File: src/rtl/core/psf_pkg.sv
`timescale 1ns / 1ps
// Shared widths, item type and constants of the spring force block.
package psf_pkg;

    localparam int IN_W  = 32;          // position and force width
    localparam int CFG_W = 31;          // k, L and inverse mass width
    localparam int AX_W  = 33;          // |p - o| per axis
    localparam int SQ_W  = 2 * AX_W;    // sum of squares
    localparam int LEN_W = AX_W;        // floor(sqrt(S))
    localparam int KM_W  = CFG_W + LEN_W;
    localparam int HALF_W = 32;         // split point of k*m for the axis multiply
    localparam int PP_W  = HALF_W + AX_W;
    localparam int NUM_W = KM_W + AX_W; // k*m*|d|
    localparam int Q_W   = 32;          // quotient bits kept before saturation
    localparam int LANES = 3;

    localparam logic [IN_W-1:0] F_MAX  = 32'h7FFF_FFFF;
    localparam logic [IN_W-1:0] F_MIN  = 32'h8000_0000;
    localparam logic [IN_W-1:0] F_ZERO = 32'h0000_0000;

    localparam logic [CFG_W-1:0] K_RESET = 31'd65536;
    localparam logic [CFG_W-1:0] L_RESET = 31'd65536;

    typedef enum logic {
        REG_K = 1'b0,
        REG_L = 1'b1
    } t_reg_idx;

    // Classified item handed from front to back.
    typedef struct packed {
        logic [AX_W-1:0] ax;
        logic [AX_W-1:0] ay;
        logic [AX_W-1:0] az;
        logic [2:0]      pos;    // axis difference strictly positive (z, y, x)
        logic            nofrc;  // immovable or zero distance
    } t_item;

endpackage

File: src/rtl/core/psf_in_if.sv
`timescale 1ns / 1ps
// Input channel: particle and anchor positions plus inverse mass.
interface psf_in_if;
    import psf_pkg::*;
    logic                    valid;
    logic                    ready;
    logic signed [IN_W-1:0]  pos_x;
    logic signed [IN_W-1:0]  pos_y;
    logic signed [IN_W-1:0]  pos_z;
    logic signed [IN_W-1:0]  anchor_x;
    logic signed [IN_W-1:0]  anchor_y;
    logic signed [IN_W-1:0]  anchor_z;
    logic [CFG_W-1:0]        inverse_mass;

    modport source(output valid, pos_x, pos_y, pos_z, anchor_x, anchor_y, anchor_z,
                   inverse_mass, input ready);
    modport sink(input valid, pos_x, pos_y, pos_z, anchor_x, anchor_y, anchor_z,
                 inverse_mass, output ready);
endinterface

File: src/rtl/core/psf_front.sv
`timescale 1ns / 1ps
// Front stage: takes input transfers, forms |d| per axis and flags no-force items.
module psf_front (
    input  logic            i_clk,
    input  logic            i_rst_n,
    psf_in_if.sink          i_in,
    output logic            o_valid,
    output psf_pkg::t_item  o_item,
    input  logic            i_ready
);
    import psf_pkg::*;

    logic  r_fv;
    t_item r_item;
    t_item n_item;
    logic  adv;
    logic [AX_W-1:0] dx, dy, dz;

    function automatic logic [AX_W-1:0] diff(input logic [IN_W-1:0] p,
                                             input logic [IN_W-1:0] o);
        diff = {p[IN_W-1], p} - {o[IN_W-1], o};
    endfunction

    function automatic logic [AX_W-1:0] mag(input logic [AX_W-1:0] d);
        mag = d[AX_W-1] ? (~d + 1'b1) : d;
    endfunction

    assign dx = diff(i_in.pos_x, i_in.anchor_x);
    assign dy = diff(i_in.pos_y, i_in.anchor_y);
    assign dz = diff(i_in.pos_z, i_in.anchor_z);

    always_comb begin
        n_item.ax    = mag(dx);
        n_item.ay    = mag(dy);
        n_item.az    = mag(dz);
        n_item.pos   = {!dz[AX_W-1] && (dz != '0),
                        !dy[AX_W-1] && (dy != '0),
                        !dx[AX_W-1] && (dx != '0)};
        n_item.nofrc = (i_in.inverse_mass == '0) || ((dx | dy | dz) == '0);
    end

    assign adv        = !r_fv || i_ready;
    assign i_in.ready = adv;
    assign o_valid    = r_fv;
    assign o_item     = r_item;

    always_ff @(posedge i_clk) begin
        if (!i_rst_n) begin
            r_fv <= 1'b0;
        end else if (adv) begin
            r_fv <= i_in.valid;
        end
        if (adv && i_in.valid) begin
            r_item <= n_item;
        end
    end

endmodule

File: src/flat_wrapper.sv
// flat-port wrapper written by rule: the top's interface ports become plain ports
module psf_front_flat import psf_pkg::*;
  (i_clk, i_rst_n, o_valid, o_item, i_ready, i_in_valid, i_in_pos_x, i_in_pos_y, i_in_pos_z, i_in_anchor_x, i_in_anchor_y, i_in_anchor_z, i_in_inverse_mass, i_in_ready);
  psf_in_if i_in_i ();
  input  logic i_clk;
  input  logic i_rst_n;
  output logic o_valid;
  output psf_pkg::t_item o_item;
  input  logic i_ready;
  input wire logic [$bits(i_in_i.valid)-1:0] i_in_valid;
  input wire logic [$bits(i_in_i.pos_x)-1:0] i_in_pos_x;
  input wire logic [$bits(i_in_i.pos_y)-1:0] i_in_pos_y;
  input wire logic [$bits(i_in_i.pos_z)-1:0] i_in_pos_z;
  input wire logic [$bits(i_in_i.anchor_x)-1:0] i_in_anchor_x;
  input wire logic [$bits(i_in_i.anchor_y)-1:0] i_in_anchor_y;
  input wire logic [$bits(i_in_i.anchor_z)-1:0] i_in_anchor_z;
  input wire logic [$bits(i_in_i.inverse_mass)-1:0] i_in_inverse_mass;
  output wire logic [$bits(i_in_i.ready)-1:0] i_in_ready;
  assign i_in_i.valid = i_in_valid;
  assign i_in_i.pos_x = i_in_pos_x;
  assign i_in_i.pos_y = i_in_pos_y;
  assign i_in_i.pos_z = i_in_pos_z;
  assign i_in_i.anchor_x = i_in_anchor_x;
  assign i_in_i.anchor_y = i_in_anchor_y;
  assign i_in_i.anchor_z = i_in_anchor_z;
  assign i_in_i.inverse_mass = i_in_inverse_mass;
  assign i_in_ready = i_in_i.ready;
  psf_front u_core (.i_clk(i_clk), .i_rst_n(i_rst_n), .i_in(i_in_i), .o_valid(o_valid), .o_item(o_item), .i_ready(i_ready));
endmodule
File: config.mk
export PLATFORM = sky130hd
export DESIGN_NAME = psf_front_flat
export DESIGN_NICKNAME = d
export VERILOG_FILES = /design/src/rtl/core/psf_pkg.sv /design/src/rtl/core/psf_in_if.sv /design/src/rtl/core/psf_front.sv /design/src/flat_wrapper.sv
export SDC_FILE = /design/constraint.sdc
export NUM_CORES = 1
export LEC_CHECK = 0
export ABC_AREA = 1
export BUFFER_PORTS_ARGS = -buffer_cell sky130_fd_sc_hd__buf_4
export CAP_MARGIN = 20
export CORE_UTILIZATION = 52
export DETAILED_ROUTE_END_ITERATION = 10
export GPL_ROUTABILITY_DRIVEN = 0
export PLACE_DENSITY = 0.84
export SLEW_MARGIN = 15
export SYNTH_ARGS = -nofsm -noshare
export SYNTH_HDL_FRONTEND = slang
export SYNTH_SLANG_ARGS = --single-unit
File: constraint.sdc
create_clock -name i_clk -period 8.2 [get_ports i_clk]
set_input_delay 2.46 -clock i_clk [delete_from_list [all_inputs] [get_ports i_clk]]
set_output_delay 2.46 -clock i_clk [all_outputs]
set_load 0.05 [all_outputs]
==> run metrics <==
area grow syn2layout 21.2%; share of post-route cells with drive strength above 1 14.5%; DR WL/cell around 14 µm; Worst Path Required between 5 and 6 ns; Fill cells ~2700; Syn Area/Cell approximately 5.6 µm²; total global-route track usage a little under a third; total core area ~0.029 mm²; Pre-antenna DRT Iters 8; CP max stage cell buf_4; WP data arrival 2.95 ns; Final Non-Filler Cells 3413; ant diodes 0; Hold Crit Class register to register; vias in the first global route between 15000 and 20000; Antenna Nets Post-Route 0; Final HPWL DP a little over 40000 µm; post-CTS sizing 0; fin crit share between 60 and 70%; CP Cell Sequence buf_4, inv_1, nand2_1, buf_4; most frequent cells in the layout nand2_1 (1068), inv_1 (598), buf_4 (334); Clk Latency, worst-skew pair about 0.35 ns; Place WS between 2 and 3 ns; peak supply drop 98.2 µV; Die Ht between 150 and 200 µm; CP Max Fanout 2; sequential share of the synthesized area roughly 20%; RSZ-0062 raised after global routing no; initial antenna violation count 0; CP peak stage delay 0.20 ns; clock-pin slew of the registers on the worst-case setup and hold paths roughly 0.07 ns; CP Capture Type primary output; Initial Util about 53%; Nets 3358; Die W 173 µm; number of synthesized register bits between 100 and 150; Critical Path Most Common Cell buf_4; pins over their slew limit 0; Max-Cap Viols 0; storage element area approximately 0.0031 mm²; CTS tree yes; routed vias/inst between 5 and 6; Detailed Route WL around 47000 µm; final core utilization 63.9%; CTS Buf Count 9; Setup TNS Final 0 ns; commonest non-fill, non-tap cell in the layout nand2_1; worst slew pin tran around 0.89 ns; dpl cells about 3400; largest net degree at the start of global routing between 60 and 70; Crit path max-delay family buffers and inverters; leakage 10.9 nW; clock sinks approximately 100; via count about 18000; post-CTS setup buffers 0; gr ovfl total 0; Crit Path Class input port to primary output; synthesized area 0.0151 mm²; Fmax 0.185 GHz; Iter 0 DRT Violations approximately 1500; CTS Hold Bufs 0; residual DRC count 0; clk buf depth 2; final hold slack about 0.57 ns; post-route minimum period between 5 and 6 ns; smallest setup slack after layout 2.79 ns; clk root buf clkbuf_16; Yosys warning total 0; CP Launch Type input port; Clock Skews about 0.012 ns; multi-input logic area 0.00969 mm²; placement row count 62; Buf/Inv on CP 3; H-tree Lvls 3; Power per Cell Area 159 mW/mm²; relative slew slack 40.7%; Synth cell types 41; final hold violations 0; Ports roughly 330; die area 0.0298 mm²; Port Buffers 331; Mapped Cells 2690; Setup Viol. Count Final 0; status finished, final reports clean; first-pass GRT wire length about 76000 µm; Syn Nets 3024
## metrics by stage
step | total power [mW] | cell area [µm²]
2_1_floorplan | 1.98 | 15100
3_3_place_gp | 2.43 | 18100
3_5_place_dp | 2.47 | 18100
4_1_cts | 2.90 | 18400
5_1_grt | 3.09 | 18400
6_report | 2.91 | 18400
## final cells by class
class                           count  area share, %
Multi-Input combinational cell   1970           52.8
Sequential cell                   104           17.0
Timing Repair Buffer              334           13.7
Inverter                          605           12.4
Tap cell                          384           2.62
Clock buffer                       12           1.34
Clock inverter                      4          0.225
## cell usage after synthesis, drive strengths merged
cell type	n	area, µm²
a21boi	1	7.51
a21oi	62	333
a22oi	1	7.51
a31oi	3	18.8
and2	12	75.1
and3	1	6.26
buf	11	81.3
dfxtp	1	20.0
edfxtp	103	3090
fa	3	60.1
ha	104	1300
inv	605	2270
nand2	1095	4190
nand3	220	1170
nand3b	10	75.1
nand4	48	300
nor2	281	1150
nor3	12	65.1
nor4	9	56.3
o211ai	1	7.51
o21ai	30	165
o21bai	3	22.5
o31ai	1	7.51
or2	1	6.26
xnor2	9	78.8
xor2	63	574
## layer usage
layer,track usage (%),routed length (µm),vias to the layer above
met5,0,0,-
met3,4.40,4170,147
met2,54.8,22300,921
li1,-,-,8864
met1,37.2,18700,7723
met4,14.0,1950,0
## tightest hold or removal path: stages, from the launching register on
cell and delay, ns:
dfxtp_1 0.35, nand2_1 0.10, a21boi_0 0.08
## cell families after synthesis
kind of cell / share of synthesized area (%)
and+or+nand+nor: 46.9
buffers and inverters: 15.5
AOI/OAI and AO/OA: 3.76
adders and majority gates: 8.99
DFF: 20.6
xor gates and xnor gates: 4.31
## final timing paths
check	endpoint	slack, ns	from	cells after the start
min reg2reg	u_core.o_valid	0.57	u_core.o_valid	2
max	i_in_ready	2.79	i_ready	4
max reg2reg	u_core.o_item[82]	6.57	u_core.o_valid	2
min	u_core.o_valid	0.57	u_core.o_valid	2
## sequential cells by signal, indices dropped and copies added, names as in the netlist
register        flops
u_core.o_valid      1
u_core.o_item     103
## power breakdown
part           internal, mW  switching, mW  total (mW)
logic                 0.533           1.17        1.70
clock network         0.219          0.204       0.422
registers             0.734         0.0523       0.787
Note: power is estimated with default switching activity, not from simulation.
