**src/rtl/core/psf_pkg.sv**
```systemverilog
`timescale 1ns / 1ps
// Shared widths, item type and constants of the spring force block.
package psf_pkg;

    localparam int IN_W  = 32;          // position and force width
    localparam int CFG_W = 31;          // k, L and inverse mass width
    localparam int AX_W  = 33;          // |p - o| per axis
    localparam int SQ_W  = 2 * AX_W;    // sum of squares
    localparam int LEN_W = AX_W;        // floor(sqrt(S))
    localparam int KM_W  = CFG_W + LEN_W;
    localparam int HALF_W = 32;         // split point of k*m for the axis multiply
    localparam int PP_W  = HALF_W + AX_W;
    localparam int NUM_W = KM_W + AX_W; // k*m*|d|
    localparam int Q_W   = 32;          // quotient bits kept before saturation
    localparam int LANES = 3;

    localparam logic [IN_W-1:0] F_MAX  = 32'h7FFF_FFFF;
    localparam logic [IN_W-1:0] F_MIN  = 32'h8000_0000;
    localparam logic [IN_W-1:0] F_ZERO = 32'h0000_0000;

    localparam logic [CFG_W-1:0] K_RESET = 31'd65536;
    localparam logic [CFG_W-1:0] L_RESET = 31'd65536;

    typedef enum logic {
        REG_K = 1'b0,
        REG_L = 1'b1
    } t_reg_idx;

    // Classified item handed from front to back.
    typedef struct packed {
        logic [AX_W-1:0] ax;
        logic [AX_W-1:0] ay;
        logic [AX_W-1:0] az;
        logic [2:0]      pos;    // axis difference strictly positive (z, y, x)
        logic            nofrc;  // immovable or zero distance
    } t_item;

endpackage

```
**src/rtl/core/psf_fifo.sv**
```systemverilog
`timescale 1ns / 1ps
// Short queue between front and back.
module psf_fifo #(
    parameter int DEPTH = 4
) (
    input  logic            i_clk,
    input  logic            i_rst_n,
    input  logic            i_push_v,
    output logic            o_push_rdy,
    input  psf_pkg::t_item  i_push_item,
    output logic            o_pop_v,
    input  logic            i_pop,
    output psf_pkg::t_item  o_pop_item
);
    import psf_pkg::*;

    localparam int AW = (DEPTH > 1) ? $clog2(DEPTH) : 1;
    localparam int CW = $clog2(DEPTH + 1);

    t_item          r_mem [DEPTH];
    logic [AW-1:0]  r_wr_ptr;
    logic [AW-1:0]  r_rd_ptr;
    logic [CW-1:0]  r_count;
    logic           push;
    logic           pop;

    assign o_push_rdy = r_count != CW'(DEPTH);
    assign o_pop_v    = r_count != '0;
    assign push       = i_push_v && o_push_rdy;
    assign pop        = i_pop && o_pop_v;
    assign o_pop_item = r_mem[r_rd_ptr];

    function automatic logic [AW-1:0] wrap_inc(input logic [AW-1:0] p);
        wrap_inc = (p == AW'(DEPTH - 1)) ? '0 : p + 1'b1;
    endfunction

    always_ff @(posedge i_clk) begin
        if (!i_rst_n) begin
            r_wr_ptr <= '0;
            r_rd_ptr <= '0;
            r_count  <= '0;
        end else begin
            if (push) begin
                r_wr_ptr <= wrap_inc(r_wr_ptr);
            end
            if (pop) begin
                r_rd_ptr <= wrap_inc(r_rd_ptr);
            end
            if (push && !pop) begin
                r_count <= r_count + 1'b1;
            end else if (pop && !push) begin
                r_count <= r_count - 1'b1;
            end
        end
        if (push) begin
            r_mem[r_wr_ptr] <= i_push_item;
        end
    end

    a_count_bound: assert property (@(posedge i_clk) disable iff (!i_rst_n)
        r_count <= CW'(DEPTH))
        else $error("queue count beyond depth");

    a_count_inc: assert property (@(posedge i_clk) disable iff (!i_rst_n)
        (push && !pop) |=> (r_count == $past(r_count) + 1'b1))
        else $error("queue count missed a push");

    a_ptr_gap: assert property (@(posedge i_clk) disable iff (!i_rst_n)
        (r_count != '0 && r_count != CW'(DEPTH)) |-> (r_wr_ptr != r_rd_ptr))
        else $error("queue pointers disagree with count");

endmodule

```
**config.mk**
```make
export PLATFORM = sky130hd
export DESIGN_NAME = psf_fifo
export DESIGN_NICKNAME = d
export VERILOG_FILES = /design/src/rtl/core/psf_pkg.sv /design/src/rtl/core/psf_fifo.sv
export SDC_FILE = /design/constraint.sdc
export NUM_CORES = 1
export LEC_CHECK = 0
export ABC_AREA = 1
export BUFFER_PORTS_ARGS = -buffer_cell sky130_fd_sc_hd__buf_4
export CAP_MARGIN = 20
export CORE_ASPECT_RATIO = 1.1
export CORE_MARGIN = 10
export CORE_UTILIZATION = 30
export CTS_CLUSTER_DIAMETER = 120
export DETAILED_ROUTE_END_ITERATION = 8
export GPL_TIMING_DRIVEN = 1
export PLACE_DENSITY_LB_ADDON = 0.15
export SYNTH_ARGS = -nofsm -noshare
export SYNTH_HDL_FRONTEND = slang
export SYNTH_SLANG_ARGS = --single-unit
```
**constraint.sdc**
```tcl
create_clock -name i_clk -period 6.2 [get_ports i_clk]
set_input_delay 0 -clock i_clk [delete_from_list [all_inputs] [get_ports i_clk]]
set_output_delay 0 -clock i_clk [all_outputs]
set_load 0.03 [all_outputs]
```
==> reports/metrics.csv, run 1 <==
metric,value,unit
status,completed,
Post-synth EDFFs,412,
antenna violations before repair,2,
post-synth top area share,78.74,%
leakage,7.073,nW
"IR drop worst, VDD",0.2831,mV
Startpoint Class,flip-flop,
Buffers on Ports,211,
vias in the first global route,10030,
Crit-path slowest cell,dfxtp_4,
1st-iter DRT viols,627,
antenna-violating nets left,0,
worst-path cell chain,buf_4 -> buf_4 -> o21ai_0 -> o22ai_1 -> buf_4,
synthesis warning total,0,
Final HPWL DP,22430,um
Yosys cell types,19,
Pre-Repair DR Iteration Count,5,
Setup Skew,0.01649,ns
Routed wire per std cell,19.43,um
top-count cell post-synth,edfxtp_1,
# IOs,212,
most frequent cells after synthesis,"edfxtp_1, nor2_1, o21ai_0, o22ai_1, clkbuf_1",
core area,0.05160,mm2
max_cap viols,0,
Worst Path Max Fanout,85,
Fin. Hold Viols,0,
post-CTS sizing,0,
cell family with most CP delay,buffers and inverters,
Sink Count,421,
post-synthesis sequential area ratio,79.89,%
synthesized area,0.01571,mm2
CTS max path bufs,3,
R2R depth,5,
total track usage,12.78,%
drt drc,0,
Final Non-Filler Cells,2081,
post-synth top area cell,edfxtp_1,
worst stage delay on the critical path,0.78,ns
Root Buffer,clkbuf_16,
Seq cells post-synth,421,
required time of the critical path,6.20,ns
CTS tree,done,
vias per std cell,4.689,
setup repair bufs after CTS,0,
WP depth,5,
Worst Tran Pin Value,1.076,ns
post-synthesis average cell area,14.74,um2
cell count after placement,1893,
cts bufs inserted,45,
syn nets,1180,
Die Wd,238.2,um
Die Height,260.0,um
first-pass GRT wire length,61300,um
final period utilization,59.04,%
dominant cells by area after synthesis,"edfxtp_1, o21ai_0, nor2_1",
cell mode on critical path,buf_4,
Power per Cell Area,442.9,mW/mm2
worst min-delay path class,input pin to flip-flop,
final core utilization,39.35,%
Fmax achieved,273.2,MHz
CP bufs+invs,3,
RSZ-0062 raised after global routing,false,
setup TNS,0,ns
# rows,87,
asr flop ratio synth,0,%
Initial Util,30.45,%
Area Growth Syn to Fin,29.23,%
vias post-DR,9758,
CP arrival,3.66,ns
layout cell share with drive strength beyond 1,20.74,%
Worst-path clk slew,0.06,ns
critical path type,flip-flop to primary output,
Worst setup EP type,primary output,
H-tree levels,2,
Period minus WS final,3.661,ns
NumNets Final,1495,
Setup Viol. Count Final,0,
Mapped Cells,1066,
Slew headroom,28.27,%
final slew viol count,0,
routability cong.,0.6907,
die footprint,0.06193,mm2
top_reg_cell synth,edfxtp_1,
Skew-Pair Late Insertion Delay,0.57,ns
pin count of the biggest net entering global routing,142,
hold path depth,2,
grt ovf,0,
final WL,40440,um
cts hold-fix bufs,108,
-- final timing paths --
kind / from / end / slack [ns]
worst max-delay path: flip-flop / o_pop_item[101] / 2.54
worst min-delay path: i_push_item[21] / r_mem[2][21] / 0.17
worst max register to register: r_count[1] / r_mem[2][49] / 3.35
worst min register to register: r_count[0] / r_count[0] / 0.51
-- through the flow --
step           setup WS, ns  power, mW  instance area (um2)  hold slack, ns
2_1_floorplan        0.4157      5.490                15710         0.09887
3_3_place_gp          3.111      6.632                17900          0.2044
3_5_place_dp          3.090      6.645                17900          0.2039
4_1_cts               2.483      9.162                20300          0.1404
5_1_grt               2.203      9.482                20300          0.1545
6_report              2.539      8.993                20300          0.1701
-- placed cells by master, fill, tap and decap left out, types with 10 or more instances in the layout --
master,n
dlygate4sd3_1,108
clkinv_1,14
edfxtp_1,412
o22ai_1,103
nand2_1,15
nor2_1,217
clkbuf_16,47
inv_1,15
buf_4,227
clkinv_2,10
o21ai_0,202
-- registers in the layout, summed over array words and instances, names as in the netlist, named ones only --
| signal | cells |
|---|---|
| r_wr_ptr | 2 |
| r_count | 3 |
| r_mem | 412 |
| r_rd_ptr | 2 |
-- kinds of logic (layout without fill, tap and decap cells) --
group                      Yosys count  in the layout  synth area share (%)
AOI/OAI and AO/OA                  314            314                 10.82
adders and majority gates            7              7                0.6052
buffers and inverters               84            431                 2.891
DFF                                421            421                 79.89
other                                0              1                     0
and+or+nand+nor                    240            240                 5.790
-- routing by layer --
layer	GRT usage, %	up-vias	routed length, um	part of all wire [%]
li1	-	4643	-	-
met1	17.02	4863	18980	47
met2	20.40	194	18600	46
met3	3.216	56	2113	5.2
met4	3.419	2	736	1.8
met5	0	-	12	0.030
-- where the power goes --
group / total (mW) / internal, mW / switching [mW]
clock: 2.43 / 1.37 / 1.06
sequential: 3.60 / 3.47 / 0.133
combinational: 2.96 / 0.923 / 2.04
-- worst register-to-register path, cell delays in order, from the launching register on --
cell and delay (ns):
dfxtp_1 0.38, nor2_1 0.08, nand2_1 0.18, nand2_1 0.31
nor2_4 0.73, buf_4 0.75
-- final cells by class --
class,instances,area (um2)
Fill cell,4875,31290
Sequential cell,421,12560
Timing Repair Buffer,335,2785
Multi-Input combinational cell,561,2735
Clock buffer,54,1202
Tap cell,667,834.6
Clock inverter,25,115.1
Inverter,17,70.07
Antenna cell,1,2.502
(Power assumes the default switching activity.)
==> run 2, diff against run 1 <==
clock period = 3.6 ns   (was 6.2 ns; I/O delays follow)
==> reports/metrics.csv, run 2 (synthesis results as in run 1) <==
metric,value,unit
Final WS setup,1.051,ns
Die Height,260.0,um
vias in the first global route,9794,
Setup Skew,0.02553,ns
Routed wire per std cell,19.59,um
Final HPWL DP,22410,um
Buffers on Ports,211,
leakage,7.123,nW
"IR drop worst, VDD",0.4595,mV
max_cap viols,0,
Fill cells,4902,
H-tree levels,2,
CTS max path bufs,3,
routability cong.,0.6847,
final slew viol count,0,
number of flip-flops in the largest register,412,
final cell area excluding filler cells,0.02048,mm2
Startpoint Class,flip-flop,
# rows,87,
RSZ-0062 raised after global routing,false,
Worst Tran Pin Value,1.001,ns
NumNets Final,1494,
pin count of the biggest net entering global routing,207,
Power per Cell Area,770.7,mW/mm2
vias per std cell,4.708,
worst hold slack,0.1768,ns
Worst Path Max Fanout,206,
core area,0.05160,mm2
Slew headroom,33.27,%
CTS tree,done,
sequential cell area,0.01256,mm2
Area Growth Syn to Fin,30.38,%
drt drc,0,
area used by multi-input combinational logic,0.002735,mm2
worst-path cell chain,buf_12 -> o21ai_0 -> o22ai_1 -> buf_4,
"commonest non-fill, non-tap cells in the layout","edfxtp_1, buf_4, nor2_1",
total track usage,12.87,%
required time of the critical path,3.60,ns
Crit-path slowest cell,buf_12,
Final Non-Filler Cells,2084,
pre-CTS WS,1.460,ns
first-pass GRT wire length,61510,um
die footprint,0.06193,mm2
final WL,40820,um
Post-DP Area,0.01802,mm2
"commonest non-fill, non-tap cell in the layout",edfxtp_1,
# IOs,212,
Die Wd,238.2,um
post-CTS sizing,0,
1st-iter DRT viols,537,
Sink Count,421,
Fmax achieved,392.3,MHz
Initial Util,30.45,%
antenna violations before repair,6,
Fin. Hold Viols,0,
Top reg by flops,r_mem,
Root Buffer,clkbuf_16,
Worst-path clk slew,0.06,ns
final period utilization,70.81,%
cell count after placement,1893,
CP arrival,2.55,ns
cts bufs inserted,44,
status,completed,
grt ovf,0,
critical path type,flip-flop to primary output,
Period minus WS final,2.549,ns
Worst setup EP type,primary output,
Setup Viol. Count Final,0,
worst stage delay on the critical path,0.59,ns
layout cell share with drive strength beyond 1,20.58,%
Pre-Repair DR Iteration Count,4,
antenna-violating nets left,0,
largest registers,"r_mem x412, r_count x3",
setup repair bufs after CTS,0,
worst min-delay path class,input pin to flip-flop,
vias post-DR,9812,
total power,15.79,mW
Skew-Pair Late Insertion Delay,0.57,ns
## run 2: changes by cell type in the layout (fill, tap and decap cells not counted), sizes merged
cell and delta:
bufinv +3, clkbuf +6, clkinv -8, clkinvlp +1, diode +2, inv -1
## run 2: power breakdown
| group | leakage [nW] | switching (mW) | internal (mW) |
|---|---|---|---|
| Combinational | 2.60 | 3.67 | 1.66 |
| Sequential | 3.85 | 0.118 | 5.97 |
| Clock | 0.668 | 1.82 | 2.55 |
| Total | 7.12 | 5.61 | 10.2 |
## run 2: worst paths after layout
check	start	end	slack (ns)	depth (start not counted)
worst min register to register	r_count[0]	r_count[0]	0.51	2
worst max-delay path	flip-flop	o_pop_item[16]	1.05	4
worst max register to register	r_count[1]	r_count[1]	1.43	9
worst min-delay path	i_push_item[79]	r_mem[0][79]	0.18	2
## run 2: layout make-up
class	count	share of cell area, %
antenna	3	0.03665
clock buffer	60	5.876
clock inverter	20	0.8612
inverter	17	0.3420
multi-input combinational	561	13.35
sequential	421	61.31
tap	667	4.074
timing repair buffer	335	14.15
## run 2: per-layer routing
metal | global-route usage, % | vias up | share of wire [%]
met5 | 0 | - | 0.083
met4 | 3.045 | 6 | 1.4
met3 | 3.438 | 54 | 5.4
met2 | 20.39 | 222 | 47
met1 | 17.30 | 4890 | 46
li1 | - | 4640 | -
## run 2: what timing repair did
item                                   CTS  global route
endpoints found under the hold margin  421             0
hold buffers                           108             0
setup endpoints to repair                0             0
## run 2: stage by stage
step | setup TNS, ns | utilization, %
3_3_place_gp | 0 | 34.92
5_1_grt | 0 | 39.70
6_report | 0 | 39.70
3_5_place_dp | 0 | 34.92
2_1_floorplan | -206.93 | -
4_1_cts | 0 | 39.69
## run 2: worst max-delay path, delay by kind of cell (launching register included)
family | cells | cell delay [ns]
flip-flops | 1 | 0.38
buffers and inverters | 2 | 0.81
AO/OA/AOI/OAI | 2 | 0.56
